<file path="src/rtl/tcgr_pkg.sv">
// ----------------------------------------------------------------------------
// tcgr_pkg
// shared types and constants of the text console glyph renderer
// ----------------------------------------------------------------------------
package tcgr_pkg;

    // glyph geometry
    localparam int GLYPH_ROWS = 16;
    localparam int GLYPH_COLS = 8;

    // saturated line width, pixel offset of a glyph's top row
    localparam int WIDTH_W = 14;
    localparam int PIX_W   = 26;

    // queue between front and back
    localparam int QUEUE_DEPTH = 2;
    localparam int QPTR_W      = 1;
    localparam int QCNT_W      = 2;

    // control codes that only move the cursor
    localparam logic [7:0] CHAR_LF = 8'd10;
    localparam logic [7:0] CHAR_CR = 8'd13;

    // pixel formats
    localparam logic [1:0] FMT_RGBA32   = 2'd0;
    localparam logic [1:0] FMT_RGB24    = 2'd1;
    localparam logic [1:0] FMT_RGB565   = 2'd2;
    localparam logic [1:0] FMT_RESERVED = 2'd3;

    // configuration register indexes
    typedef enum logic [2:0]
    {
        REG_FRAME_BASE   = 3'd0,
        REG_LINE_WIDTH   = 3'd1,
        REG_PIXEL_FORMAT = 3'd2,
        REG_TEXT_COLOR   = 3'd3,
        REG_BACK_COLOR   = 3'd4
    } reg_idx_t;

    typedef enum logic
    {
        CMD_LOAD,
        CMD_GLYPH
    } cmd_t;

    // one queued command; idx is the font word index or the char code
    typedef struct packed
    {
        cmd_t               cmd;
        logic [9:0]         idx;
        logic [31:0]        word;
        logic [PIX_W-1:0]   pix;
    } item_t;

    // configuration as seen by the back end
    typedef struct packed
    {
        logic [31:0]        frame_base;
        logic [WIDTH_W-1:0] width_sat;
        logic [1:0]         pixel_format;
        logic [31:0]        text_color;
        logic [31:0]        back_color;
    } cfg_t;

endpackage

</file>
<file path="src/rtl/tcgr_queue.sv">
// ----------------------------------------------------------------------------
// tcgr_queue
// short command queue between front and back
// ----------------------------------------------------------------------------
module tcgr_queue
(
    input  logic            clk,
    input  logic            rst_n,
    input  logic            push,
    input  tcgr_pkg::item_t push_item,
    output logic            ready,
    output logic            valid,
    input  logic            pop,
    output tcgr_pkg::item_t head
);
    import tcgr_pkg::*;

    item_t             slot_reg [QUEUE_DEPTH];
    logic [QPTR_W-1:0] wr_ptr_reg, wr_ptr_next;
    logic [QPTR_W-1:0] rd_ptr_reg, rd_ptr_next;
    logic [QCNT_W-1:0] count_reg, count_next;

    assign ready = count_reg != QCNT_W'(QUEUE_DEPTH);
    assign valid = count_reg != '0;
    assign head  = slot_reg[rd_ptr_reg];

    always_comb
    begin
        wr_ptr_next = wr_ptr_reg + QPTR_W'(push);
        rd_ptr_next = rd_ptr_reg + QPTR_W'(pop);
        count_next  = count_reg + QCNT_W'(push) - QCNT_W'(pop);
    end

    always_ff @(posedge clk or negedge rst_n)
    begin
        if (!rst_n)
        begin
            wr_ptr_reg <= '0;
            rd_ptr_reg <= '0;
            count_reg  <= '0;
        end
        else
        begin
            wr_ptr_reg <= wr_ptr_next;
            rd_ptr_reg <= rd_ptr_next;
            count_reg  <= count_next;
        end
    end

    always_ff @(posedge clk)
    begin
        if (push)
        begin
            slot_reg[wr_ptr_reg] <= push_item;
        end
    end

endmodule

</file>
<file path="config.mk">
export PLATFORM = sky130hd
export DESIGN_NAME = tcgr_queue
export DESIGN_NICKNAME = d
export VERILOG_FILES = /design/src/rtl/tcgr_pkg.sv /design/src/rtl/tcgr_queue.sv
export SDC_FILE = /design/constraint.sdc
export NUM_CORES = 1
export LEC_CHECK = 0
export CAP_MARGIN = 15
export CORE_UTILIZATION = 45
export CTS_CLUSTER_DIAMETER = 150
export DETAILED_ROUTE_END_ITERATION = 16
export DONT_BUFFER_PORTS = 1
export PLACE_DENSITY = 0.71
export SYNTH_ARGS = -nofsm -noshare
export SYNTH_HDL_FRONTEND = slang
export SYNTH_SLANG_ARGS = --single-unit
</file>
<file path="constraint.sdc">
create_clock -name clk -period 2.74 [get_ports clk]
set_input_delay 0.137 -clock clk [delete_from_list [all_inputs] [get_ports clk]]
set_output_delay 0.137 -clock clk [all_outputs]
set_load 0.01 [all_outputs]
</file>
-- Yosys cells after proc, flatten, opt, wreduce, memory -nomap -nowiden
Memory sizes are Yosys's and may differ from the RTL's.
Index checks and enable logic that the tools add are counted.
- bits in registers: 4
- RAM bits: 138
- logic and storage cells: 12
- memories kept: 1
- add/subtract/negate cells: 4
- eq/ne operators: 1
- multiplexer cells: 2
- reductions and logical operators: 1
- memory list (name ; words ; width ; read ports ; clocked after memory_dff ; wr ports ; line ; source):
    slot_reg ; 2 ; 69 ; 1 ; 0 ; 1 ; tcgr_queue.sv:18 ; item_t slot_reg [QUEUE_DEPTH];
- operators with widths (kind ; count):
    $add 1x1->1 ; 2
    $add 2x1->2 ; 1
    $mux 1 ; 2
    $ne 2x2->1 const B ; 1
    $reduce_bool 2->1 ; 1
    $sub 2x1->2 ; 1

-- Depth between registers and ports, before layout
Gate-level depths: netlist (run 1).
- word-level depth: 2
- depth in mapped cells: 5

-- Worst setup path after synthesis (run 1)
Ideal clock, no wire load.
- kind: register to register
- start: register wr_ptr_reg
- end: memory slot_reg[0][0] in the netlist's numbering, enable pin
- setup time: 0.435 ns
- arrival time: 2.074 ns
- path slack: 0.231 ns
- stages on the path, launching flop included: 3
- period minus slack after synthesis: 2.509 ns
- path through: dfrtp_1 inv_1 ha_1
- RTL lines (element ; line ; source):
    from (decl) ; tcgr_queue.sv:19 ; logic [QPTR_W-1:0] wr_ptr_reg, wr_ptr_next;
    from (signal assigned) ; tcgr_queue.sv:44 ; wr_ptr_reg <= wr_ptr_next;
    to (decl) ; tcgr_queue.sv:18 ;
Straight into the memory's write port.

==> results of run 1 <==
==> layout by cell type (no fill, tap or decap) <==
cell             n
nand2b_1         1
edfxtp_1       138
buf_12           3
xor2_1           1
or2_2            1
clkinv_4         3
clkbuf_1         1
dfrtp_4          1
clkbuf_16       17
xor3_1           1
clkinv_1         1
dlygate4sd3_1   73
ha_4             2
mux2_4          69
inv_6            2
bufinv_16        3
ha_1             2
clkinv_2         3
inv_1            4
dfrtp_1          3
clkinvlp_4       2
==> area by class of cell <==
| class | instances | area, sq um |
|---|---|---|
| Fill cell | 903 | 5020 |
| Sequential cell | 142 | 4250 |
| Multi-Input combinational cell | 77 | 1160 |
| Timing Repair Buffer | 76 | 791 |
| Clock buffer | 18 | 429 |
| Tap cell | 147 | 184 |
| Clock inverter | 14 | 168 |
| Inverter | 4 | 15.0 |
==> path summary, 6_finish.rpt <==
path                                         from                       end  slack [ns]  depth (start not counted)
max                          rd_ptr_reg$_DFF_PN0_                  head[32]        0.66                          2
min                                           pop    count_reg[1]$_DFF_PN0_         0.1                          2
max reg2reg                  wr_ptr_reg$_DFF_PN0_  slot_reg[0][4]$_DFFE_PP_        1.25                          3
min reg2reg                count_reg[1]$_DFF_PN0_    count_reg[1]$_DFF_PN0_        0.62                          1
max in group asynchronous                   rst_n      rd_ptr_reg$_DFF_PN0_        2.01                          2
min in group asynchronous                   rst_n      rd_ptr_reg$_DFF_PN0_        0.54                          2
==> layer usage <==
metal | vias to the layer above | part of all wire (%) | global-route usage [%]
li1 | 1086 | - | -
met1 | 1175 | 37 | 14.6
met2 | 92 | 54 | 25.6
met3 | 17 | 6.5 | 5.89
met4 | 0 | 2.7 | 9.12
met5 | - | 0 | 0
==> cells by family (layout without fill, tap and decap cells) <==
kind of cell               after synthesis  count (layout)  share of synthesized area, %
and+or+nand+nor                          2               2                         0.226
buffers and inverters                   12             112                          3.00
adders and majority gates                4               4                         0.903
xor gates and xnor gates                 2               2                         0.587
DFF                                    142             142                          76.6
muxes                                   69              69                          18.7
==> power by group <==
group | switching, mW | internal (mW)
logic | 0.902 | 0.951
registers | 0.211 | 2.89
clock network | 0.851 | 1.43
total | 1.96 | 5.27
==> metrics by stage <==
step / hold slack [ns] / total power [mW] / setup WS (ns) / util (%)
CTS: 0.0913 / 7.33 / 0.614 / 58.2
global placement: -0.158 / 4.90 / 1.08 / 47.1
global route: 0.108 / 7.53 / 0.578 / 58.2
finish: 0.0989 / 7.24 / 0.661 / 58.2
floorplan: -0.159 / 4.80 / 0.231 / -
detailed placement: -0.158 / 4.94 / 1.06 / 47.1
==> critical path: cells and delay by family, from the launching register on <==
kind                   cells  cell delay (ns)
buffers and inverters      1             0.39
flip-flops                 1             0.73
multiplexers               1             0.37
==> flow_summary_export.csv, run 1 <==
group,metric,value,unit
critical_path,arrival,1.94,ns
global_routing,first_global_vias,2630,
clock_tree,cts_max_level,4,
finish,layout.cells.non_filler,478,
clock_tree,cts_resized,0,
global_routing,overflow,0,
finish,syn2layout_area_growth,26.1,%
global_routing,grt_first_pass_wirelength,13.3,mm
global_routing,grt_max_degree,55,
detailed_routing,drc,0,
global_routing,track_usage,14.7,%
die,num_io_pins,144,
worst_hold_path,hold_class,"input pin to flip-flop",
power,power.leakage,2.60,nW
sta,rsz0062_at_grt,"no",
critical_path,end_kind,"output pin",
synthesis,avgSynthCellArea,24.0,sq um
clock_tree,ctsHoldBuffers,73,
detailed_routing,num_vias,2370,
detailed_routing,vias_per_cell,4.96,
detailed_routing,routed_wl,9.03,mm
critical_path,critPathSlowestCell,"dfrtp_4",
placement,dp_hpwl,5.39,mm
sta,hold_viol_final,0,
synthesis,synth_edf_count,138,
critical_path,worstSetupPathType,"flip-flop to output pin",
synthesis,yosys_register_bits,142,
finish,final_area,6990,sq um
sta,maxSlewViolCount,0,
sta,tightest_slew,0.485,ns
die,die_width,113,um
sta,slew_headroom,67.6,%
critical_path,worstSetupStartpointType,"flip-flop",
synthesis,synthFlopType,"edfxtp_1",
critical_path,critPathMaxStageDelay,0.73,ns
clock_tree,cts_buffers,17,
synthesis,synth_top_area_cell,"edfxtp_1",
synthesis,yosysWarnings,0,
die,core,12000,sq um
die,initial_utilization,46.1,%
clock_tree,clk_path_buf_depth,2,
die,num_rows,40,
clock_tree,cts.sinks,142,
sta,tns,0,ns
detailed_routing,drt_pass1_iterations,4,
finish,num_antenna_cells,0,
global_routing,grt_antenna_before_repair,0,
clock_tree,cts_setup_buffers,0,
synthesis,synth_common_cells,"edfxtp_1 (138), mux2_4 (69), buf_12 (7)",
finish,nets,395,
sta,post-route-period-util,75.9,%
critical_path,cp_max_fo,47,
placement,place_area,5660,sq um
synthesis,ys_seq_area_share,76.6,%
die,dieArea,12800,sq um
synthesis,ys_top_cells_by_area,"edfxtp_1 (75%), mux2_4 (19%), buf_12 (2.5%), dfrtp_1 (1.8%), ha_1 (0.90%)",
synthesis,synthDistinctLibCells,11,
synthesis,syn_nets,308,
clock_tree,cts_tree,"yes",
sta,finClkSkew,0.00662,ns
flow_run,maxCapViolCount,0,
finish,largest_reg_flops,138,
finish,drive_above_1_share,32.0,%
detailed_routing,routedWlPerCell,18.9,um
sta,fmax,481,MHz
run_status,status,"finished clean",
power,powerDensity,1040,nW/um^2
placement,io_buffers,0,
synthesis,netlist_instances,231,
synthesis,yosys.area.top_type_share,74.8,%
die,fp.dieH,113,um
clock_tree,path_clk_slew,0.06,ns
synthesis,synth_most_common_cell,"edfxtp_1",
clock_tree,clk_latency,0.41,ns
placement,dp.cells,373,
sta,min_period,2.08,ns
detailed_routing,drtAntennaViolNets,0,
synthesis,syn_area,5540,sq um
critical_path,crit_required,2.60,ns
placement,routabilityCongestion,0.681,
critical_path,path_cells,"buf_12 > mux2_4",
detailed_routing,drt_iter0_drc,137,
synthesis,async_reset_ff_share,2.82,%
power,vdd_drop_max,0.549,mV
clock_tree,cts-root-buf,"clkbuf_16",
sta,setup-violations-final,0,
(Power assumes the default switching activity.)
==> inputs of run 2 (changes only) <==
--- a/config.mk
+++ b/config.mk
@@ -5,12 +5,13 @@
 export SDC_FILE = /design/constraint.sdc
 export NUM_CORES = 1
 export LEC_CHECK = 0
+export ABC_AREA = 1
 export CAP_MARGIN = 15
 export CORE_UTILIZATION = 45
 export CTS_CLUSTER_DIAMETER = 150
 export DETAILED_ROUTE_END_ITERATION = 16
 export DONT_BUFFER_PORTS = 1
-export PLACE_DENSITY = 0.71
+export PLACE_DENSITY = 0.73
 export SYNTH_ARGS = -nofsm -noshare
 export SYNTH_HDL_FRONTEND = slang
 export SYNTH_SLANG_ARGS = --single-unit
==> constraint.sdc (replaced) <==
create_clock -name clk -period 1.8 [get_ports clk]
set_input_delay 0.09 -clock clk [delete_from_list [all_inputs] [get_ports clk]]
set_output_delay 0.09 -clock clk [all_outputs]
set_load 0.01 [all_outputs]
==> run 2 against run 1 <==
Against the previous run:
- count of clock-buffer cells in the layout grew 8
- global-route usage increased by 2.3 points
- critical path type unchanged
- combinational power rose by 40%
- core utilization grew 2.6 points
- largest cell class unchanged
==> flow_summary_export.csv, run 2 <==
group,metric,value,unit
run_status,status,"finished clean",
finish,nets,552,
synthesis,synthFlopType,"edfxtp_1",
finish,drive_above_1_share,9.02,%
critical_path,r2r-end,"slot_reg[0][12]$_DFFE_PP_",
finish,syn2layout_area_growth,30.8,%
critical_path,cp_max_fo,17,
global_routing,track_usage,17.0,%
die,num_rows,39,
sta,fmax,586,MHz
power,p_switching,3.24,mW
synthesis,syn_area,5330,sq um
die,num_io_pins,144,
synthesis,avgSynthCellArea,13.9,sq um
critical_path,worstSetupPathType,"flip-flop to output pin",
sta,tns,0,ns
power,vdd_drop_max,1.06,mV
sta,min_period,1.71,ns
critical_path,rrSetupSlack,0.40,ns
power,p_seq_share,43.1,%
critical_path,worstSetupStartpointType,"flip-flop",
global_routing,first_global_vias,3203,
clock_tree,cts-root-buf,"clkbuf_16",
detailed_routing,routed_wl,10.0,mm
finish,regArea,4250,sq um
clock_tree,clk_path_buf_depth,2,
critical_path,reg2reg_depth,3,
detailed_routing,routedWlPerCell,15.9,um
synthesis,async_reset_ff_share,2.82,%
synthesis,yosysWarnings,0,
sta,tightest_slew,0.502,ns
critical_path,path_cells,"buf_6 > o21ai_0",
clock_tree,cts.sinks,142,
clock_tree,path_clk_slew,0.05,ns
power,clkPwrFrac,32.8,%
detailed_routing,drt_iter0_drc,137,
detailed_routing,num_vias,3011,
power,combPwrFrac,24.1,%
synthesis,synth_common_cells,"edfxtp_1 (138), inv_1 (76), nand2_1 (76)",
sta,finClkSkew,0.00801,ns
clock_tree,cts_max_level,4,
finish,fin_util,60.8,%
clock_tree,cts_buffers,17,
sta,maxSlewViolCount,0,
clock_tree,cts_tree,"yes",
worst_hold_path,min_path_cells,3,
synthesis,synthDistinctLibCells,13,
placement,routabilityCongestion,0.747,
critical_path,crit_cells,2,
worst_hold_path,hold_class,"input pin to flip-flop",
die,die_width,111,um
synthesis,netlist_instances,384,
synthesis,ys_seq_area_share,79.7,%
detailed_routing,drc,0,
sta,rsz0062_at_grt,"no",
die,fp.dieH,111,um
detailed_routing,vias_per_cell,4.76,
die,initial_utilization,46.4,%
synthesis,yosys.area.top_type_share,77.8,%
power,powerDensity,1540,nW/um^2
clock_tree,clk_latency,0.41,ns
critical_path,critPathTopFamily,"flip-flops",
synthesis,synth_most_common_cell,"edfxtp_1",
worst_hold_path,hp-start,"pop",
power,power.leakage,2.74,nW
critical_path,critPathSlowestCell,"dfrtp_4",
critical_path,arrival,1.62,ns
finish,mostFrequentLayoutCell,"edfxtp_1",
flow_run,maxCapViolCount,0,
critical_path,end_kind,"output pin",
synthesis,synth_edf_count,138,
power,p_sw_share,30.1,%
global_routing,grt_first_pass_wirelength,15.6,mm
detailed_routing,drt_pass1_iterations,4,
sta,setup-violations-final,0,
sta,post-route-period-util,94.8,%
die,core,11500,sq um
sta,hold_viol_final,0,
die,dieArea,12300,sq um
finish,fill_cells,864,
placement,io_buffers,0,
sta,slew_headroom,66.2,%
finish,multi_input_area,719,sq um
global_routing,overflow,0,
global_routing,grt_antenna_before_repair,1,
critical_path,reg2reg_from,"wr_ptr_reg$_DFF_PN0_",
placement,dp_hpwl,5.81,mm
power,p_int,7.52,mW
synthesis,ys_top_cells_by_area,"edfxtp_1 (78%), o21ai_0 (5.9%), inv_1 (5.4%), nand2_1 (5.4%), dfrtp_1 (1.9%)",
synthesis,syn_nets,461,
worst_hold_path,whs_endpoint,"count_reg[0]$_DFF_PN0_",
critical_path,critPathMaxStageDelay,0.60,ns
detailed_routing,drtAntennaViolNets,0,
synthesis,synth_top_area_cell,"edfxtp_1",
critical_path,crit_required,1.71,ns
global_routing,grt_max_degree,37,
finish,largest_reg_flops,138,
critical_path,crit_buf_inv,1,
synthesis,yosys_register_bits,142,
finish,final_cell_mix,"edfxtp_1 (138), inv_1 (76), nand2_1 (76)",
run 2: cell types whose count changed in the layout (fill, tap and decap cells not counted), sizes merged, moves of 5 or more:
cell | before | now
buf | 3 | 14
clkbuf | 18 | 26
clkinv | 7 | 2
inv | 6 | 76
mux2 | 69 | 0
nand2 | 0 | 76
o21ai | 0 | 69
run 2: routing by layer:
layer	part of all wire, %	GRT usage [%]
met5	0	0
met4	1.3	6.93
met3	6.7	6.67
met2	53	31.3
met1	39	16.8
run 2: metrics by stage:
step | hold WS, ns | instances | worst slack (ns) | area, sq um | power (mW)
floorplan | -0.206 | 384 | 0.0170 | 5330 | 6.44
global route | 0.0776 | 631 | 0.0194 | 6970 | 11.3
finish | 0.0801 | 632 | 0.0942 | 6970 | 10.8
detailed placement | -0.205 | 524 | 0.352 | 5600 | 7.04
CTS | 0.0663 | 630 | 0.0141 | 6950 | 10.8
global placement | -0.205 | 524 | 0.380 | 5600 | 6.94
run 2: final cells by class:
| type | instances | share of cell area (%) |
|---|---|---|
| Clock inverter | 6 | 1.54 |
| Antenna cell | 1 | 0.0359 |
| Multi-Input combinational cell | 151 | 10.3 |
| Clock buffer | 26 | 7.16 |
| Sequential cell | 142 | 61.0 |
| Timing Repair Buffer | 87 | 13.3 |
| Tap cell | 143 | 2.57 |
| Inverter | 76 | 4.09 |
run 2: logic make-up (layout without fill, tap and decap cells):
logic type,Yosys count,after routing,synth area share [%]
compound gates,69,69,6.48
other cells,0,1,0
buf+inv,91,195,7.28
simple gates,77,77,5.45
fa+ha+maj,4,4,0.940
flops,142,142,79.7
xor+xnor,1,1,0.164
run 2: worst reg2reg max path, stage by stage, from the launching register on:
cell	delay [ns]
dfrtp_1	0.40
inv_1	0.09
ha_4	0.35
buf_4	0.26
run 2: worst max path at each step:
stage | from | endpoint | slack, ns
2_1_floorplan | wr_ptr_reg$_DFF_PN0_ | slot_reg[0][0]$_DFFE_PP_ | 0.02
3_3_place_gp | rd_ptr_reg$_DFF_PN0_ | head[9] | 0.38
3_5_place_dp | rd_ptr_reg$_DFF_PN0_ | head[39] | 0.35
4_1_cts | rd_ptr_reg$_DFF_PN0_ | head[39] | 0.01
5_1_grt | rd_ptr_reg$_DFF_PN0_ | head[18] | 0.02
6_report | rd_ptr_reg$_DFF_PN0_ | head[18] | 0.09
run 2: what timing repair did:
item / 4_1_cts / 5_1_grt
resized for setup: 0 / 4
endpoints found under the setup margin: 43 / 22
hold endpoints to repair: 146 / 0
hold buffers: 73 / 0
buffers inserted: 1 / 1
run 2: power groups by stage:
stage | clock [mW] | combinational, mW | sequential [mW]
2_1_floorplan | 0 | 1.85 | 4.59
3_3_place_gp | 0 | 2.16 | 4.78
3_5_place_dp | 0 | 2.22 | 4.81
4_1_cts | 3.58 | 2.54 | 4.68
5_1_grt | 3.73 | 2.88 | 4.71
6_report | 3.53 | 2.59 | 4.64
==> inputs of run 3 (changes only) <==
--- a/config.mk
+++ b/config.mk
@@ -5,7 +5,6 @@
 export SDC_FILE = /design/constraint.sdc
 export NUM_CORES = 1
 export LEC_CHECK = 0
-export ABC_AREA = 1
 export CAP_MARGIN = 15
 export CORE_UTILIZATION = 45
 export CTS_CLUSTER_DIAMETER = 150
==> run 3 against run 2 <==
Against the previous run:
- via count down 19%
- cell area increased by 2.5%
- fmax is 2.3% higher
- total power is 5.9% higher
- clock skew shrank 0.0027 ns
- sequential power about the same
- combinational power increased by 24%
- non-clock buffer count increased by 2
- count of clock-buffer cells in the layout down 8
- sequential share of layout area is 1.5 points lower
- die area is 4.0% higher
- critical endpoint is now head[12]
==> flow_summary_export.csv, run 3 (synthesized netlist as in run 1, its figures left out) <==
group,metric,value,unit
sta,min_period,1.67,ns
global_routing,grt_antenna_before_repair,0,
global_routing,overflow,0,
sta,slew_headroom,75.4,%
finish,final_cell_mix,"edfxtp_1 (138), dlygate4sd3_1 (73), mux2_4 (69)",
sta,hold_viol_final,0,
clock_tree,cts.sinks,142,
detailed_routing,drt_iter0_drc,167,
global_routing,grt-busiest-layer,"met2",
power,p_switching,3.02,mW
critical_path,cp_max_fo,22,
detailed_routing,routedWlPerCell,19.4,um
detailed_routing,num_vias,2449,
flow_run,maxCapViolCount,0,
sta,rsz0062_at_grt,"no",
die,die_width,113,um
critical_path,end_kind,"output pin",
critical_path,critPathSlowestCell,"dfrtp_4",
detailed_routing,vias_per_cell,5.01,
placement,dp_hpwl,5.49,mm
sta,setup_ws,0.133,ns
clock_tree,clk_path_buf_depth,2,
power,power.leakage,2.68,nW
detailed_routing,drtAntennaViolNets,0,
die,fp.dieH,113,um
power,vdd_drop_max,1.28,mV
placement,io_buffers,0,
sta,post-route-period-util,92.6,%
die,num_io_pins,144,
critical_path,worstSetupPathType,"flip-flop to output pin",
placement,routabilityCongestion,0.677,
sta,finClkSkew,0.00534,ns
finish,mostFrequentLayoutCell,"edfxtp_1",
die,core,12000,sq um
clock_tree,cts_max_level,4,
clock_tree,cts_tree,"yes",
placement,post-place-ws,0.446,ns
global_routing,grt_use_met2,27.1,%
sta,maxSlewViolCount,0,
critical_path,critPathTopFamily,"flip-flops",
sta,tightest_slew,0.368,ns
detailed_routing,drc,0,
critical_path,crit_required,1.71,ns
global_routing,met1_usage,15.3,%
clock_tree,cts_buffers,17,
critical_path,worstSetupStartpointType,"flip-flop",
sta,tns,0,ns
clock_tree,cts-root-buf,"clkbuf_16",
clock_tree,path_clk_slew,0.05,ns
finish,largest_reg_flops,138,
finish,num_antenna_cells,0,
die,dieArea,12800,sq um
finish,drive_above_1_share,34.5,%
detailed_routing,routed_wl,9.47,mm
power,p_seq_share,40.7,%
clock_tree,clk_latency,0.41,ns
power,powerDensity,1600,nW/um^2
critical_path,arrival,1.58,ns
power,clkPwrFrac,31.0,%
sta,setup-violations-final,0,
global_routing,grt_max_degree,37,
power,p_int,8.38,mW
finish,fill_cells,861,
critical_path,critPathMaxStageDelay,0.56,ns
worst_hold_path,hold_class,"input pin to flip-flop",
die,num_rows,40,
global_routing,first_global_vias,2685,
finish,nets,408,
critical_path,path_cells,"buf_12 > mux2_4",
power,p_sw_share,26.5,%
detailed_routing,drt_pass1_iterations,4,
run_status,status,"finished clean",
die,initial_utilization,46.1,%
power,combPwrFrac,28.2,%
global_routing,grt_first_pass_wirelength,14.1,mm
sta,fmax,600,MHz
global_routing,track_usage,15.5,%
finish,syn2layout_area_growth,28.9,%
global_routing,met3_usage,8.09,%
critical_path,crit_buf_inv,1,
==> run 3: changes by cell type in the layout (fill, tap and decap cells not counted), sizes merged, moves of 2 or more <==
cell / delta
clkbuf: -8
inv: -72
buf: +2
nand2: -76
clkinvlp: +2
mux2: +69
o21ai: -69
clkinv: +3
==> run 3: per-layer routing <==
metal / vias up / part of all wire (%)
li1: 1106 / -
met1: 1233 / 37
met2: 99 / 54
met3: 11 / 7.8
met4: 0 / 1.4
met5: - / 0
==> run 3: final cells by class <==
class	count	area, sq um	share of cell area [%]
Multi-Input combinational cell	77	1160	16.2
Timing Repair Buffer	89	938	13.1
Clock buffer	18	429	6.01
Tap cell	147	184	2.58
Sequential cell	142	4250	59.5
Inverter	4	15.0	0.210
Clock inverter	12	171	2.40
==> run 3: repair_timing <==
action                     CTS  global route
setup endpoints to repair    0            30
gates resized for setup      0             0
hold buffers                73             0
setup buffers                0             9
hold endpoints to repair   150             0
==> run 3: power by group through the flow <==
| stage | Clock [mW] | Combinational, mW | Sequential, mW |
|---|---|---|---|
| floorplan | 0 | 2.70 | 4.59 |
| global placement | 0 | 2.87 | 4.72 |
| detailed placement | 0 | 2.92 | 4.75 |
| CTS | 3.60 | 3.08 | 4.68 |
| global route | 3.75 | 3.40 | 4.70 |
| finish | 3.53 | 3.22 | 4.64 |
==> run 3: final timing paths <==
path / startpoint / end / slack (ns) / cells after the start
max: rd_ptr_reg$_DFF_PN0_ / head[12] / 0.13 / 2
min: pop / count_reg[1]$_DFF_PN0_ / 0.08 / 2
max reg2reg: wr_ptr_reg$_DFF_PN0_ / slot_reg[1][11]$_DFFE_PP_ / 0.49 / 2
min reg2reg: count_reg[1]$_DFF_PN0_ / count_reg[1]$_DFF_PN0_ / 0.66 / 1
max in group asynchronous: rst_n / rd_ptr_reg$_DFF_PN0_ / 1.12 / 2
min in group asynchronous: rst_n / count_reg[0]$_DFF_PN0_ / 0.49 / 2
==> run 3: per-stage QoR <==
stage / util, % / cells / hold slack [ns] / instance area (sq um) / total power, mW
CTS: 58.9 / 480 / 0.0636 / 7070 / 11.4
global placement: 47.8 / 377 / -0.205 / 5740 / 7.60
floorplan: - / 231 / -0.206 / 5550 / 7.29
finish: 59.5 / 489 / 0.0811 / 7140 / 11.4
detailed placement: 47.8 / 377 / -0.205 / 5740 / 7.67
global route: 59.5 / 489 / 0.0713 / 7140 / 11.8
