[src/rtl/tcgr_pkg.sv]
// ----------------------------------------------------------------------------
// tcgr_pkg
// shared types and constants of the text console glyph renderer
// ----------------------------------------------------------------------------
package tcgr_pkg;

    // glyph geometry
    localparam int GLYPH_ROWS = 16;
    localparam int GLYPH_COLS = 8;

    // saturated line width, pixel offset of a glyph's top row
    localparam int WIDTH_W = 14;
    localparam int PIX_W   = 26;

    // queue between front and back
    localparam int QUEUE_DEPTH = 2;
    localparam int QPTR_W      = 1;
    localparam int QCNT_W      = 2;

    // control codes that only move the cursor
    localparam logic [7:0] CHAR_LF = 8'd10;
    localparam logic [7:0] CHAR_CR = 8'd13;

    // pixel formats
    localparam logic [1:0] FMT_RGBA32   = 2'd0;
    localparam logic [1:0] FMT_RGB24    = 2'd1;
    localparam logic [1:0] FMT_RGB565   = 2'd2;
    localparam logic [1:0] FMT_RESERVED = 2'd3;

    // configuration register indexes
    typedef enum logic [2:0]
    {
        REG_FRAME_BASE   = 3'd0,
        REG_LINE_WIDTH   = 3'd1,
        REG_PIXEL_FORMAT = 3'd2,
        REG_TEXT_COLOR   = 3'd3,
        REG_BACK_COLOR   = 3'd4
    } reg_idx_t;

    typedef enum logic
    {
        CMD_LOAD,
        CMD_GLYPH
    } cmd_t;

    // one queued command; idx is the font word index or the char code
    typedef struct packed
    {
        cmd_t               cmd;
        logic [9:0]         idx;
        logic [31:0]        word;
        logic [PIX_W-1:0]   pix;
    } item_t;

    // configuration as seen by the back end
    typedef struct packed
    {
        logic [31:0]        frame_base;
        logic [WIDTH_W-1:0] width_sat;
        logic [1:0]         pixel_format;
        logic [31:0]        text_color;
        logic [31:0]        back_color;
    } cfg_t;

endpackage

[src/rtl/tcgr_ifs.sv]
// ----------------------------------------------------------------------------
// tcgr interfaces
// valid/ready channels for character requests and pixel rows
// ----------------------------------------------------------------------------
interface tcgr_char_if;
    logic        valid;
    logic        ready;
    logic        req_type;
    logic [7:0]  char_code;
    logic [9:0]  font_addr;
    logic [31:0] font_word;

    modport source
    (
        output valid, req_type, char_code, font_addr, font_word,
        input  ready
    );
    modport sink
    (
        input  valid, req_type, char_code, font_addr, font_word,
        output ready
    );
endinterface


[src/rtl/tcgr_front.sv]
// ----------------------------------------------------------------------------
// tcgr_front
// accepts requests, keeps the cursor, turns requests into queued commands
// ----------------------------------------------------------------------------
module tcgr_front
(
    input  logic                         clk,
    input  logic                         rst_n,
    input  logic [tcgr_pkg::WIDTH_W-1:0] width_sat,
    tcgr_char_if.sink                    char_in,
    input  logic                         q_ready,
    output logic                         q_push,
    output tcgr_pkg::item_t              q_item
);
    import tcgr_pkg::*;

    logic             stage_valid_reg, stage_valid_next;
    cmd_t             stage_cmd_reg, stage_cmd_next;
    logic [9:0]       stage_idx_reg, stage_idx_next;
    logic [31:0]      stage_word_reg, stage_word_next;
    logic [PIX_W-1:0] stage_prod_reg, stage_prod_next;
    logic [7:0]       stage_col_reg, stage_col_next;
    logic [7:0]       col_reg, col_next;
    logic [7:0]       row_reg, row_next;
    logic             accept;
    logic [11:0]      pix_row;

    assign q_push        = stage_valid_reg && q_ready;
    assign char_in.ready = !stage_valid_reg || q_ready;
    assign accept        = char_in.valid && char_in.ready;
    assign pix_row       = {row_reg, 4'b0000};

    assign q_item.cmd  = stage_cmd_reg;
    assign q_item.idx  = stage_idx_reg;
    assign q_item.word = stage_word_reg;
    assign q_item.pix  = stage_prod_reg + PIX_W'({stage_col_reg, 3'b000});

    always_comb
    begin
        stage_valid_next = stage_valid_reg && !q_push;
        stage_cmd_next   = stage_cmd_reg;
        stage_idx_next   = stage_idx_reg;
        stage_word_next  = stage_word_reg;
        stage_prod_next  = stage_prod_reg;
        stage_col_next   = stage_col_reg;
        col_next         = col_reg;
        row_next         = row_reg;
        if (accept)
        begin
            if (!char_in.req_type)
            begin
                stage_valid_next = 1'b1;
                stage_cmd_next   = CMD_LOAD;
                stage_idx_next   = char_in.font_addr;
                stage_word_next  = char_in.font_word;
            end
            else if (char_in.char_code == CHAR_CR)
            begin
                col_next = '0;
            end
            else if (char_in.char_code == CHAR_LF)
            begin
                col_next = '0;
                row_next = row_reg + 8'd1;
            end
            else
            begin
                stage_valid_next = 1'b1;
                stage_cmd_next   = CMD_GLYPH;
                stage_idx_next   = {2'b00, char_in.char_code};
                stage_prod_next  = PIX_W'(pix_row) * PIX_W'(width_sat);
                stage_col_next   = col_reg;
                col_next         = col_reg + 8'd1;
            end
        end
    end

    always_ff @(posedge clk or negedge rst_n)
    begin
        if (!rst_n)
        begin
            stage_valid_reg <= 1'b0;
            stage_cmd_reg   <= CMD_LOAD;
            stage_idx_reg   <= '0;
            stage_word_reg  <= '0;
            stage_prod_reg  <= '0;
            stage_col_reg   <= '0;
            col_reg         <= '0;
            row_reg         <= '0;
        end
        else
        begin
            stage_valid_reg <= stage_valid_next;
            stage_cmd_reg   <= stage_cmd_next;
            stage_idx_reg   <= stage_idx_next;
            stage_word_reg  <= stage_word_next;
            stage_prod_reg  <= stage_prod_next;
            stage_col_reg   <= stage_col_next;
            col_reg         <= col_next;
            row_reg         <= row_next;
        end
    end

endmodule

[src/flat_wrapper.sv]
// flat-port wrapper written by rule: the top's interface ports become plain ports
module tcgr_front_flat import tcgr_pkg::*;
  (clk, rst_n, width_sat, q_ready, q_push, q_item, char_in_valid, char_in_req_type, char_in_char_code, char_in_font_addr, char_in_font_word, char_in_ready);
  tcgr_char_if char_in_i ();
  input  logic clk;
  input  logic rst_n;
  input  logic [tcgr_pkg::WIDTH_W-1:0] width_sat;
  input  logic q_ready;
  output logic q_push;
  output tcgr_pkg::item_t q_item;
  input wire logic [$bits(char_in_i.valid)-1:0] char_in_valid;
  input wire logic [$bits(char_in_i.req_type)-1:0] char_in_req_type;
  input wire logic [$bits(char_in_i.char_code)-1:0] char_in_char_code;
  input wire logic [$bits(char_in_i.font_addr)-1:0] char_in_font_addr;
  input wire logic [$bits(char_in_i.font_word)-1:0] char_in_font_word;
  output wire logic [$bits(char_in_i.ready)-1:0] char_in_ready;
  assign char_in_i.valid = char_in_valid;
  assign char_in_i.req_type = char_in_req_type;
  assign char_in_i.char_code = char_in_char_code;
  assign char_in_i.font_addr = char_in_font_addr;
  assign char_in_i.font_word = char_in_font_word;
  assign char_in_ready = char_in_i.ready;
  tcgr_front u_core (.clk(clk), .rst_n(rst_n), .width_sat(width_sat), .char_in(char_in_i), .q_ready(q_ready), .q_push(q_push), .q_item(q_item));
endmodule
[config.mk]
export PLATFORM = sky130hd
export DESIGN_NAME = tcgr_front_flat
export DESIGN_NICKNAME = d
export VERILOG_FILES = /design/src/rtl/tcgr_pkg.sv /design/src/rtl/tcgr_ifs.sv /design/src/rtl/tcgr_front.sv /design/src/flat_wrapper.sv
export SDC_FILE = /design/constraint.sdc
export NUM_CORES = 1
export LEC_CHECK = 0
export BUFFER_PORTS_ARGS = -buffer_cell sky130_fd_sc_hd__buf_4
export CORE_ASPECT_RATIO = 0.5
export CORE_MARGIN = 2
export CORE_UTILIZATION = 50
export DETAILED_ROUTE_END_ITERATION = 10
export GPL_ROUTABILITY_DRIVEN = 0
export PLACE_DENSITY = 0.72
export SYNTH_ARGS = -nofsm -noshare
export SYNTH_HDL_FRONTEND = slang
export SYNTH_SLANG_ARGS = --single-unit
[constraint.sdc]
create_clock -name clk -period 6 [get_ports clk]
set_clock_uncertainty 0.05 [all_clocks]
set_input_delay 0.3 -clock clk [delete_from_list [all_inputs] [get_ports clk]]
set_output_delay 0.3 -clock clk [all_outputs]
set_load 0.005 [all_outputs]
# Word-level counts from Yosys, hierarchy flattened

Index checks and enable logic that the tools add are counted.

Reductions and logical operators: 11
Add/subtract/negate cells: 3
$mul: 1
Eq/ne operators: 4
Bitwise gates (word level): 3
Muxes and demuxes: 12

Operators by type and width:

| operator                                                              | number |
|---|---|
| 10-bit two-way mux                                                    | 3 |
| 26-bit by 11-bit adder with 26-bit output                             | 1 |
| 8-bit by 14-bit multiplier with 22-bit output                         | 1 |
| 8-bit by 1-bit adder with 8-bit output, second input constant         | 2 |
| 8-bit by 4-bit equality test with 1-bit output, second input constant | 2 |
| 8-bit two-way mux                                                     | 2 |
| 4-bit AND reduction                                                   | 2 |
| 1-bit two-way mux                                                     | 7 |
| 2-bit != test, second input constant                                  | 2 |
| 2-bit AND reduction                                                   | 2 |
| 1-bit logical AND                                                     | 3 |
| 1-bit NOT                                                             | 3 |
| 3-bit AND reduction                                                   | 1 |
| 1-bit logical NOT                                                     | 2 |
| 1-bit logical OR                                                      | 1 |

Output and inout port bits: 71
Word-level logic and storage cells: 42
Register bits: 90
Input port bits: 69

# Logic depth before layout (Yosys ltp)

Gate-level depths: netlist (run 1).

Depth in word-level cells: 7
Gate-level depth with buffers: 18
Gate-level depth less buffers: 16

# Least setup slack after synthesis (run 1)

OpenSTA, ideal clock, no wires.

Kind: register to register
Start: register u_core.row_reg[3]
End: register u_core.stage_prod_reg[24]
Buffers on the path: 2
Data required time: 5.819 ns
Setup time: 0.131 ns
Slack: 1.297 ns
Clock period less this slack: 4.703 ns
Arrival: 4.522 ns
Stages on the path, launching flop included: 18
Cells stage by stage: dfrtp_1 > clkbuf_1 > clkbuf_1 > nand2_1 > fa_1 > fa_1 > inv_1 > fa_1 > inv_1 > fa_1 > inv_1 > ha_1 > and2_1 > a221oi_1 > a21bo_2 > a21oi_1 > nor4b_1 > or3_1

Word-level cells in the longest chain between the ends: 1

RTL lines:

| item                                          | line              | source |
|---|---|---|
| from (decl)                                   | tcgr_front.sv:24  | `logic [7:0] row_reg, row_next;` |
| from (signal assigned)                        | tcgr_front.sv:100 | `row_reg <= row_next;` |
| 8-bit by 14-bit multiplier with 22-bit output | tcgr_front.sv:71  | `stage_prod_next = PIX_W'(pix_row) * PIX_W'(width_sat);` |
| to (signal assigned)                          | tcgr_front.sv:97  | `stage_prod_reg <= stage_prod_next;` |
| to (decl)                                     | tcgr_front.sv:21  | `logic [PIX_W-1:0] stage_prod_reg, stage_prod_next;` |

No other way between the ends.
A chain may end at the register's enable or synchronous reset.

# Worst setup path in the final report (run 1)

Start: register u_core.row_reg[6]
End: register u_core.stage_prod_reg[24]

The elaborated chain is that of the path after synthesis.

==> impl_metrics.tcl, run 1 <==
set metrics [dict create \
    layout_common_cells "buf_4, inv_1, and2_1, nand2_1, dfrtp_1" \
    fillers 1314 \
    hold_viol 0 \
    final_cells 1141 \
    critPathLaunch "u_core.row_reg[6]" \
    cts_tree "built" \
    tightest_slew_ns 0.971 \
    max_freq_ghz 0.200 \
    cts.path.max_buffers 2 \
    hp-class "input port to flop" \
    synth_cell_types 55 \
    initial_core_util_pct 51.0 \
    largest_reg_flops 32 \
    cpPeakStageDelay_ns 0.63 \
    share_comb_of_total_power_pct 19.4 \
    cts-buffers-inserted 9 \
    slowest_stage "dfrtp_1" \
    route.detailed.drc 0 \
    overflow 0 \
    switching_share_pct 26.9 \
    firstDrtPassIters 5 \
    synth_cells 811 \
    syn_area_per_cell_um2 9.64 \
    crit_family "adder cells" \
    netlist_area_um2 7820 \
    crit_path_max_fanout 16 \
    dr.max_layer_used "met4" \
    grt_pass1_vias 6215 \
    switching_power_mw 0.464 \
    yosysWarnings 0 \
    outcome "finished, final reports clean" \
    die_y_um 92.4 \
    min_period_ns 4.99 \
    layout-area-overhead-vs-synth_pct 19.0 \
    finalSetupTns_ns 0 \
    final_layout_size_suffix_gt1_share_pct 20.9 \
    io_buffers 136 \
    seqPwrFrac_pct 43.5 \
    crit_path_end "u_core.stage_prod_reg[24]" \
    ios 140 \
    path_clk_slew_ns 0.07 \
    die_x_um 181 \
    grt_max_degree 64 \
    path_cells "nand2_1 > fa_1 > fa_1 > inv_1 > fa_1 > inv_1 > fa_1 > inv_1 > ha_1 > and2_1 > a221oi_1 > a21bo_2 > a21oi_1 > nor4b_1 > or3_1" \
    htreeDepth 3 \
    antenna_found_initial 0 \
    grt_first_pass_wirelength_um 30200 \
    slew_headroom_pct 35.2 \
    track_usage_pct 22.2 \
    wl_per_cell_um 15.3 \
    worst_r2r_endpoint "u_core.stage_prod_reg[24]" \
    clkPwrFrac_pct 37.1 \
    crit_type "flop to flop" \
    cap_violations 0 \
    coreArea_um2 15300 \
    dieArea_um2 16700 \
    worstRegToRegCells 15 \
    drt-met1-wl_um 8410 \
    post_cts_buffers 0 \
    finalCritPeriodShare_pct 83.1 \
    final_common_cell "buf_4" \
    final_net_count 1125 \
    finalMaxSlewViolations 0 \
    rsz0062_at_grt "false" \
    worstPathRequired_ns 6.17 \
    rr_startpoint "u_core.row_reg[6]" \
    internal_power_mw 1.26 \
    placementRows 32 \
    yosysSeqAreaShare_pct 28.8 \
    clk_latency_ns 0.34 \
    p_per_area_nw_per_um2 186 \
    num_antenna_cells 0 \
    route.met2.wl_um 7640 \
    ant_nets 0 \
    vias_per_cell 5.14 \
    worst-endpoint-arrival_ns 5.16 \
    routed_wirelength_um 17400 \
    cp.depth 15 \
    path_common_cell "fa_1" \
    crit_buf_inv 3 \
    synthArstFlopShare_pct 100 \
    finalSetupViolCount 0 \
    met3WireLength_um 1260 \
    p_leak_nw 4.83 \
    cts.sinks 90 \
    vias 5862 \
    yosys_most_used_dff "dfrtp_1" \
    cts-root-buf "clkbuf_16" \
    synth_seq_cells 90 \
    worstSetupEndpointType "flop" \
    startpoint_type "flop" \
    regToRegSetupSlack_ns 1.01 \
    synth_edf_count 0 \
    ir_drop_mv 0.136 \
    drt_iter0_drc 305 \
    cts_resized 0 \
    dpl.cell_count 1124 \
    hpwl_um 13700 \
]
-- area by class of cell --
cell class	count	area (um^2)	share of cell area, %
Timing Repair Buffer	139	1050	11.2
Inverter	101	379	4.08
Sequential cell	90	2250	24.2
Clock buffer	10	239	2.57
Tap cell	204	255	2.74
Clock inverter	6	95.1	1.02
Multi-Input combinational cell	591	5030	54.1
-- synthesized netlist by cell type (all sizes together), types with 4 or more instances --
cell type  count  area (um^2)
dfrtp         90         2250
a21oi          9         45.0
nand2         93          349
o211ai         4         30.0
buf           15          103
ha            51          638
nand3         13         65.1
nor2          31          119
xor2          20          175
inv          101          379
and2          98          613
mux2i          9         90.1
a21o          13         97.6
fa            73         1460
or3            4         25.0
xnor2         20          175
nor3           4         20.0
nand2b         6         37.5
clkbuf        16         60.1
nand4         11         68.8
mux2          33          372
a31oi          6         37.5
o21ai         49          245
-- logic make-up (layout without fill, tap and decap cells) --
group	Yosys count	in the layout	synth area share, %
mux	42	42	5.91
other cells	1	3	0.0480
simple gates	275	275	18.2
flops	90	90	28.8
compound gates	107	107	8.72
buf+inv	132	256	6.93
xor+xnor	40	40	4.48
fa+ha+maj	124	124	26.9
-- how the worst min path moves through the flow --
stage                                    start                   endpoint  slack [ns]  cells after the start
after floorplan                          rst_n          u_core.col_reg[0]       -0.05                      0
after global placement                   rst_n  u_core.stage_word_reg[14]        0.18                      1
after detailed placement                 rst_n  u_core.stage_word_reg[10]        0.19                      1
after CTS                 char_in_font_word[8]   u_core.stage_word_reg[8]        0.12                      2
after global routing      char_in_font_word[8]   u_core.stage_word_reg[8]        0.12                      2
final                     char_in_font_word[0]   u_core.stage_word_reg[0]        0.13                      2
-- routing by layer --
metal,up-vias,global-route usage (%)
met3,11,5.74
met4,0,4.37
met5,-,0
met2,165,35.5
li1,2870,-
met1,2816,30.9
-- power groups by stage --
stage	registers, mW	clock network, mW	logic [mW]
3_5_place_dp	0.762	0	0.338
2_1_floorplan	0.754	0	0.148
6_report	0.751	0.640	0.334
5_1_grt	0.765	0.677	0.374
4_1_cts	0.752	0.655	0.340
3_3_place_gp	0.757	0	0.329
-- metrics by stage --
step / setup slack [ns] / util (%) / cell area [um^2] / hold slack (ns) / total power [mW]
after detailed placement: 1.02 / 58.4 / 8950 / 0.187 / 1.10
after CTS: 0.995 / 60.6 / 9300 / 0.121 / 1.75
after global placement: 1.09 / 58.4 / 8950 / 0.181 / 1.09
final: 1.01 / 60.6 / 9300 / 0.133 / 1.73
after floorplan: 1.30 / - / 7820 / -0.0456 / 0.902
after global routing: 0.824 / 60.6 / 9300 / 0.122 / 1.82
-- repair_timing --
item,4_1_cts,5_1_grt
hold buffers,1,0
endpoints found under the setup margin,0,0
endpoints found under the hold margin,27,0
(Power assumes the default switching activity.)
==> inputs of run 2 (changes only) <==
--- a/config.mk
+++ b/config.mk
@@ -5,13 +5,14 @@
 export SDC_FILE = /design/constraint.sdc
 export NUM_CORES = 1
 export LEC_CHECK = 0
+export ABC_AREA = 1
 export BUFFER_PORTS_ARGS = -buffer_cell sky130_fd_sc_hd__buf_4
 export CORE_ASPECT_RATIO = 0.5
 export CORE_MARGIN = 2
 export CORE_UTILIZATION = 50
 export DETAILED_ROUTE_END_ITERATION = 10
 export GPL_ROUTABILITY_DRIVEN = 0
-export PLACE_DENSITY = 0.72
+export PLACE_DENSITY = 0.74
 export SYNTH_ARGS = -nofsm -noshare
 export SYNTH_HDL_FRONTEND = slang
 export SYNTH_SLANG_ARGS = --single-unit
==> constraint.sdc (replaced) <==
create_clock -name clk -period 4.5 [get_ports clk]
set_clock_uncertainty 0.05 [all_clocks]
set_input_delay 0.225 -clock clk [delete_from_list [all_inputs] [get_ports clk]]
set_output_delay 0.225 -clock clk [all_outputs]
set_load 0.005 [all_outputs]
==> impl_metrics.tcl, run 2 <==
set metrics [dict create \
    outcome "finished, final reports clean" \
    final_common_cell "nand2_1" \
    cts.sinks 90 \
    tightest_slew_ns 0.791 \
    regToRegSetupSlack_ns 0.16 \
    io_buffers 136 \
    internal_power_mw 1.92 \
    route.detailed.drc 0 \
    routed_wirelength_um 19200 \
    antenna_found_initial 0 \
    switching_share_pct 35.4 \
    htreeDepth 3 \
    synth_cells 1127 \
    path_clk_slew_ns 0.07 \
    layout-area-overhead-vs-synth_pct 19.3 \
    cts.path.max_buffers 2 \
    clkPwrFrac_pct 27.3 \
    drt_iter0_drc 364 \
    hpwl_um 14900 \
    synth_cell_types 40 \
    final_net_count 1439 \
    coreArea_um2 16400 \
    cts-root-buf "clkbuf_16" \
    yosysWarnings 0 \
    grt_util_met3_pct 4.67 \
    met1_usage_pct 30.1 \
    layout_common_cells "nand2_1, inv_1, buf_4, dfrtp_1, fa_1" \
    cts_tree "built" \
    synth_edf_count 0 \
    grt_pass1_vias 7028 \
    p_leak_nw 6.06 \
    hp-class "input port to flop" \
    grt_max_degree 54 \
    crit_path_max_fanout 8 \
    ios 140 \
    worst_r2r_endpoint "u_core.stage_prod_reg[23]" \
    largest_reg_flops 32 \
    fillers 1419 \
    min_period_ns 4.34 \
    worstSetupEndpointType "flop" \
    finalSetupViolCount 0 \
    firstDrtPassIters 5 \
    rr_startpoint "u_core.row_reg[5]" \
    utilization_pct 61.0 \
    startpoint_type "flop" \
    vias 7078 \
    crit_type "flop to flop" \
    fin_ws_ns 0.157 \
    track_usage_pct 22.5 \
    synth_top_area_share_pct 26.9 \
    hold_viol 0 \
    synth_top_area_cell "dfrtp_1" \
    overflow 0 \
    synth_seq_cells 90 \
    seqPwrFrac_pct 37.0 \
    finalCritPeriodShare_pct 96.5 \
    cap_violations 0 \
    holdWs_ns 0.0217 \
    initial_core_util_pct 51.2 \
    holdPathStages 3 \
    num_antenna_cells 0 \
    syn_area_per_cell_um2 7.44 \
    dieArea_um2 17900 \
    rsz0062_at_grt "true" \
    synthArstFlopShare_pct 100 \
    place_area_um2 9510 \
    max_freq_ghz 0.230 \
    p_per_area_nw_per_um2 297 \
    stdcell_area_um2 10000 \
    synth.most_common_cell "nand2_1" \
    finalMaxSlewViolations 0 \
    worstRegToRegCells 18 \
    hold_start "char_in_font_word[25]" \
    ir_drop_mv 0.161 \
    clk_latency_ns 0.34 \
    die_x_um 187 \
    synthTopCellsByArea "dfrtp_1, fa_1, nand2_1" \
    grt_first_pass_wirelength_um 32500 \
    switching_power_mw 1.05 \
    met2_usage_pct 37.7 \
    die_y_um 95.6 \
    yosys_most_used_dff "dfrtp_1" \
    wl_per_cell_um 13.0 \
    placementRows 33 \
    ant_nets 0 \
    vias_per_cell 4.79 \
    hold_path_end "u_core.stage_word_reg[25]" \
    worst-endpoint-arrival_ns 4.53 \
    place_ws_ns -0.0173 \
    yosysSeqAreaShare_pct 26.9 \
    worstPathRequired_ns 4.68 \
    cts-buffers-inserted 9 \
    share_comb_of_total_power_pct 35.7 \
    netlist_area_um2 8390 \
    synth_common_cells "nand2_1, inv_1, dfrtp_1, fa_1, ha_1" \
    slew_headroom_pct 47.2 \
    grt_busiest_layer "met2" \
    final_layout_size_suffix_gt1_share_pct 16.5 \
]
[run 2: cell count changes after synthesis, moves of 7 or more]
cell and change:
a21o_1 -12, a21oi_1 +14, and2_1 -96, clkbuf_1 +14, inv_1 +141, mux2_2 -33
mux2i_1 -8, nand2_1 +279, nand3_1 +30, nor2_1 +14, nor3_1 +7
[run 2: layout make-up]
cell class	count	area, um^2	area share (%)
Multi-Input combinational cell	741	5020	50.2
Sequential cell	90	2260	22.6
Timing Repair Buffer	157	1190	11.9
Inverter	247	927	9.27
Tap cell	227	284	2.84
Clock buffer	9	225	2.25
Clock inverter	7	93.8	0.938
[run 2: power by group through the flow]
stage          clock network (mW)  logic, mW  registers, mW
6_report                    0.812       1.06           1.10
4_1_cts                     0.833       1.06           1.10
2_1_floorplan                   0      0.640           1.08
5_1_grt                     0.870       1.20           1.13
3_3_place_gp                    0       1.02           1.11
3_5_place_dp                    0       1.05           1.11
[run 2: critical path, stage by stage (launching register included)]
cell and delay, ns:
dfrtp_4 0.54, clkbuf_4 0.20, nand2_1 0.06, inv_1 0.04, fa_1 0.40, fa_1 0.51, fa_1 0.57, inv_1 0.06
fa_1 0.54, inv_1 0.04, ha_1 0.36, nand2_1 0.12, inv_1 0.06, nand2_1 0.08, nand3_1 0.10, a21oi_1 0.20
nand3b_1 0.10, nand3_1 0.12, nand2_1 0.06
[run 2: metal layers]
layer	vias to the layer above	part of all wire [%]
met2	235	45
met4	0	1.2
met1	3252	47
met3	28	7.2
li1	3563	-
met5	-	0
[run 2: cells by family (layout without fill, tap and decap cells)]
logic type / Yosys count / count (layout) / share of synthesized area, %
simple gates: 499 / 499 / 25.1
buf+inv: 298 / 420 / 13.9
fa+ha+maj: 124 / 124 / 25.0
flops: 90 / 90 / 26.9
compound gates: 76 / 76 / 5.01
xor+xnor: 38 / 38 / 3.97
other cells: 1 / 3 / 0.0447
mux: 1 / 1 / 0.119
[run 2: how the worst max path moves through the flow]
stage	from	to	slack (ns)	cells past startpoint
6_report	u_core.row_reg[5]	u_core.stage_prod_reg[23]	0.16	18
3_3_place_gp	u_core.row_reg[7]	u_core.stage_prod_reg[24]	0.12	17
3_5_place_dp	u_core.row_reg[7]	u_core.stage_prod_reg[21]	-0.02	18
5_1_grt	u_core.row_reg[5]	u_core.stage_prod_reg[23]	-0.03	19
2_1_floorplan	u_core.row_reg[6]	u_core.stage_prod_reg[24]	0.16	19
4_1_cts	u_core.row_reg[3]	u_core.stage_prod_reg[21]	0.1	18
[run 2: through the flow]
stage	setup TNS (ns)	power [mW]	std cells
global route	-0.0433	3.20	1478
CTS	0	2.99	1464
floorplan	0	1.72	1129
detailed placement	-0.0457	2.16	1447
global placement	0	2.13	1447
finish	0	2.98	1478
[run 2: repair_timing]
action / in CTS / in global routing
setup buffers: 0 / 14
hold buffers: 1 / 0
hold endpoints to repair: 51 / 0
endpoints found under the setup margin: 9 / 12
pin swaps: 0 / 1
gates resized for setup: 4 / 10
==> inputs of run 3 (changes only) <==
--- a/config.mk
+++ b/config.mk
@@ -6,13 +6,13 @@
 export NUM_CORES = 1
 export LEC_CHECK = 0
 export ABC_AREA = 1
-export BUFFER_PORTS_ARGS = -buffer_cell sky130_fd_sc_hd__buf_4
+export BUFFER_PORTS_ARGS = -buffer_cell sky130_fd_sc_hd__buf_2
 export CORE_ASPECT_RATIO = 0.5
 export CORE_MARGIN = 2
-export CORE_UTILIZATION = 50
+export CORE_UTILIZATION = 45
 export DETAILED_ROUTE_END_ITERATION = 10
 export GPL_ROUTABILITY_DRIVEN = 0
-export PLACE_DENSITY = 0.74
+export PLACE_DENSITY = 0.68
 export SYNTH_ARGS = -nofsm -noshare
 export SYNTH_HDL_FRONTEND = slang
 export SYNTH_SLANG_ARGS = --single-unit
==> impl_metrics.tcl, run 3 (synthesis results as in run 2) <==
set metrics [dict create \
    drt_iter0_drc 419 \
    tightest_slew_ns 0.804 \
    io_buffers 136 \
    place_area_um2 9180 \
    path_clk_slew_ns 0.08 \
    route.detailed.drc 0 \
    cap_violations 0 \
    layout-area-overhead-vs-synth_pct 15.4 \
    critPathLaunch "u_core.row_reg[4]" \
    startpoint_type "flop" \
    track_usage_pct 20.9 \
    cts.path.max_buffers 2 \
    grt_pass1_vias 7123 \
    cts_tree "built" \
    dpl.cell_count 1460 \
    finalCritPeriodShare_pct 95.9 \
    die_y_um 101 \
    ios 140 \
    rr_startpoint "u_core.row_reg[4]" \
    largest_reg_flops 32 \
    initial_core_util_pct 45.7 \
    final_net_count 1436 \
    wl_per_cell_um 13.2 \
    htreeDepth 3 \
    final_layout_size_suffix_gt1_share_pct 16.9 \
    placementRows 35 \
    grt_first_pass_wirelength_um 33700 \
    cpPeakStageDelay_ns 0.58 \
    slew_headroom_pct 46.2 \
    worst-endpoint-arrival_ns 4.51 \
    num_antenna_cells 0 \
    crit_type "flop to flop" \
    ir_drop_mv 0.166 \
    die_x_um 197 \
    final_common_cell "nand2_1" \
    coreArea_um2 18300 \
    drt-met1-wl_um 9480 \
    firstDrtPassIters 4 \
    path_common_cell "nand2_1" \
    hp-class "input port to flop" \
    clk_latency_ns 0.35 \
    finalMaxSlewViolations 0 \
    overflow 0 \
    p_leak_nw 5.95 \
    route.met2.wl_um 8660 \
    routed_wirelength_um 19600 \
    vias_per_cell 4.77 \
    path_cells "buf_12 > buf_4 > nand2_1 > inv_1 > fa_1 > fa_1 > fa_1 > inv_1 > fa_1 > inv_1 > ha_2 > nand2_1 > inv_1 > nand2_1 > nor3_1 > nand2_1 > nand2_1 > nand2_1 > nand3_1 > nand2_1" \
    crit_family "adder cells" \
    hold_viol 0 \
    cts.sinks 90 \
    cts-buffers-inserted 9 \
    utilization_pct 52.7 \
    met3WireLength_um 1260 \
    slowest_stage "fa_1" \
    vias 7094 \
    p_per_area_nw_per_um2 295 \
    hpwl_um 15100 \
    worstPathRequired_ns 4.69 \
    outcome "finished, final reports clean" \
    stdcell_area_um2 9670 \
    dr.max_layer_used "met5" \
    crit_buf_inv 6 \
    grt_max_degree 54 \
    fillers 1744 \
    layout_common_cells "nand2_1, inv_1, buf_2, dfrtp_1, fa_1" \
    crit_path_max_fanout 6 \
    antenna_found_initial 1 \
    min_period_ns 4.32 \
    ant_nets 0 \
    final_cells 1488 \
    dieArea_um2 19800 \
    hold_start "char_in_font_word[30]" \
    max_freq_ghz 0.232 \
    finalPower_mw 2.86 \
    cts-root-buf "clkbuf_16" \
    finalSetupViolCount 0 \
    worstSetupEndpointType "flop" \
]
run 3: cell types whose count changed in the layout (fill, tap and decap cells not counted), sizes merged:
cell      change
clkinvlp      -1
clkinv        +2
buf           -3
bufinv        -1
run 3: final timing paths:
check | end | slack (ns) | depth (start not counted)
max | u_core.stage_prod_reg[23] | 0.18 | 20
min | u_core.stage_word_reg[30] | 0.02 | 3
max reg2reg | u_core.stage_prod_reg[23] | 0.18 | 20
min reg2reg | u_core.stage_word_reg[25] | 0.43 | 2
max in group asynchronous | u_core.stage_prod_reg[20] | 3.02 | 3
min in group asynchronous | u_core.stage_word_reg[22] | 0.36 | 2
run 3: area by class of cell:
type,instances,area (um^2),share of cell area [%]
tap,240,300,3.10
clock buffer,9,225,2.33
timing repair buffer,154,833,8.61
inverter,247,927,9.58
multi-input combinational,741,5050,52.2
clock inverter,7,81.3,0.841
sequential,90,2260,23.4
run 3: power breakdown:
part / leakage [nW] / internal (mW) / switching (mW) / total (mW)
Clock: 0.150 / 0.398 / 0.383 / 0.781
Sequential: 1.12 / 0.968 / 0.131 / 1.10
Combinational: 4.68 / 0.416 / 0.560 / 0.975
Total: 5.95 / 1.78 / 1.07 / 2.86
run 3: metal layers:
layer | global-route usage (%) | up-vias
met1 | 29.9 | 3302
met4 | 3.99 | 2
li1 | - | 3552
met2 | 33.3 | 220
met3 | 4.45 | 18
met5 | 0 | -
run 3: repair_timing:
action,4_1_cts,5_1_grt
buffers inserted,0,11
endpoints found under the hold margin,47,0
resized for setup,0,23
hold buffers,1,0
endpoints found under the setup margin,0,14
run 3: worst reg2reg max path: stages, from the launching register on:
cell,delay [ns]
dfrtp_2,0.43
buf_12,0.14
buf_4,0.15
nand2_1,0.05
inv_1,0.05
fa_1,0.51
fa_1,0.54
fa_1,0.58
inv_1,0.06
fa_1,0.52
inv_1,0.04
ha_2,0.37
nand2_1,0.09
inv_1,0.08
nand2_1,0.07
nor3_1,0.13
nand2_1,0.09
nand2_1,0.07
nand2_1,0.05
nand3_1,0.10
nand2_1,0.06
run 3: metrics by stage:
| stage | worst slack [ns] | hold WS, ns | setup TNS (ns) |
|---|---|---|---|
| after floorplan | 0.156 | -0.121 | 0 |
| after global placement | 0.100 | 0.222 | 0 |
| after detailed placement | 0.0483 | 0.226 | 0 |
| after CTS | 0.000652 | 0.00446 | 0 |
| after global routing | -0.0119 | 0.0224 | -0.0119 |
| final | 0.183 | 0.0187 | 0 |
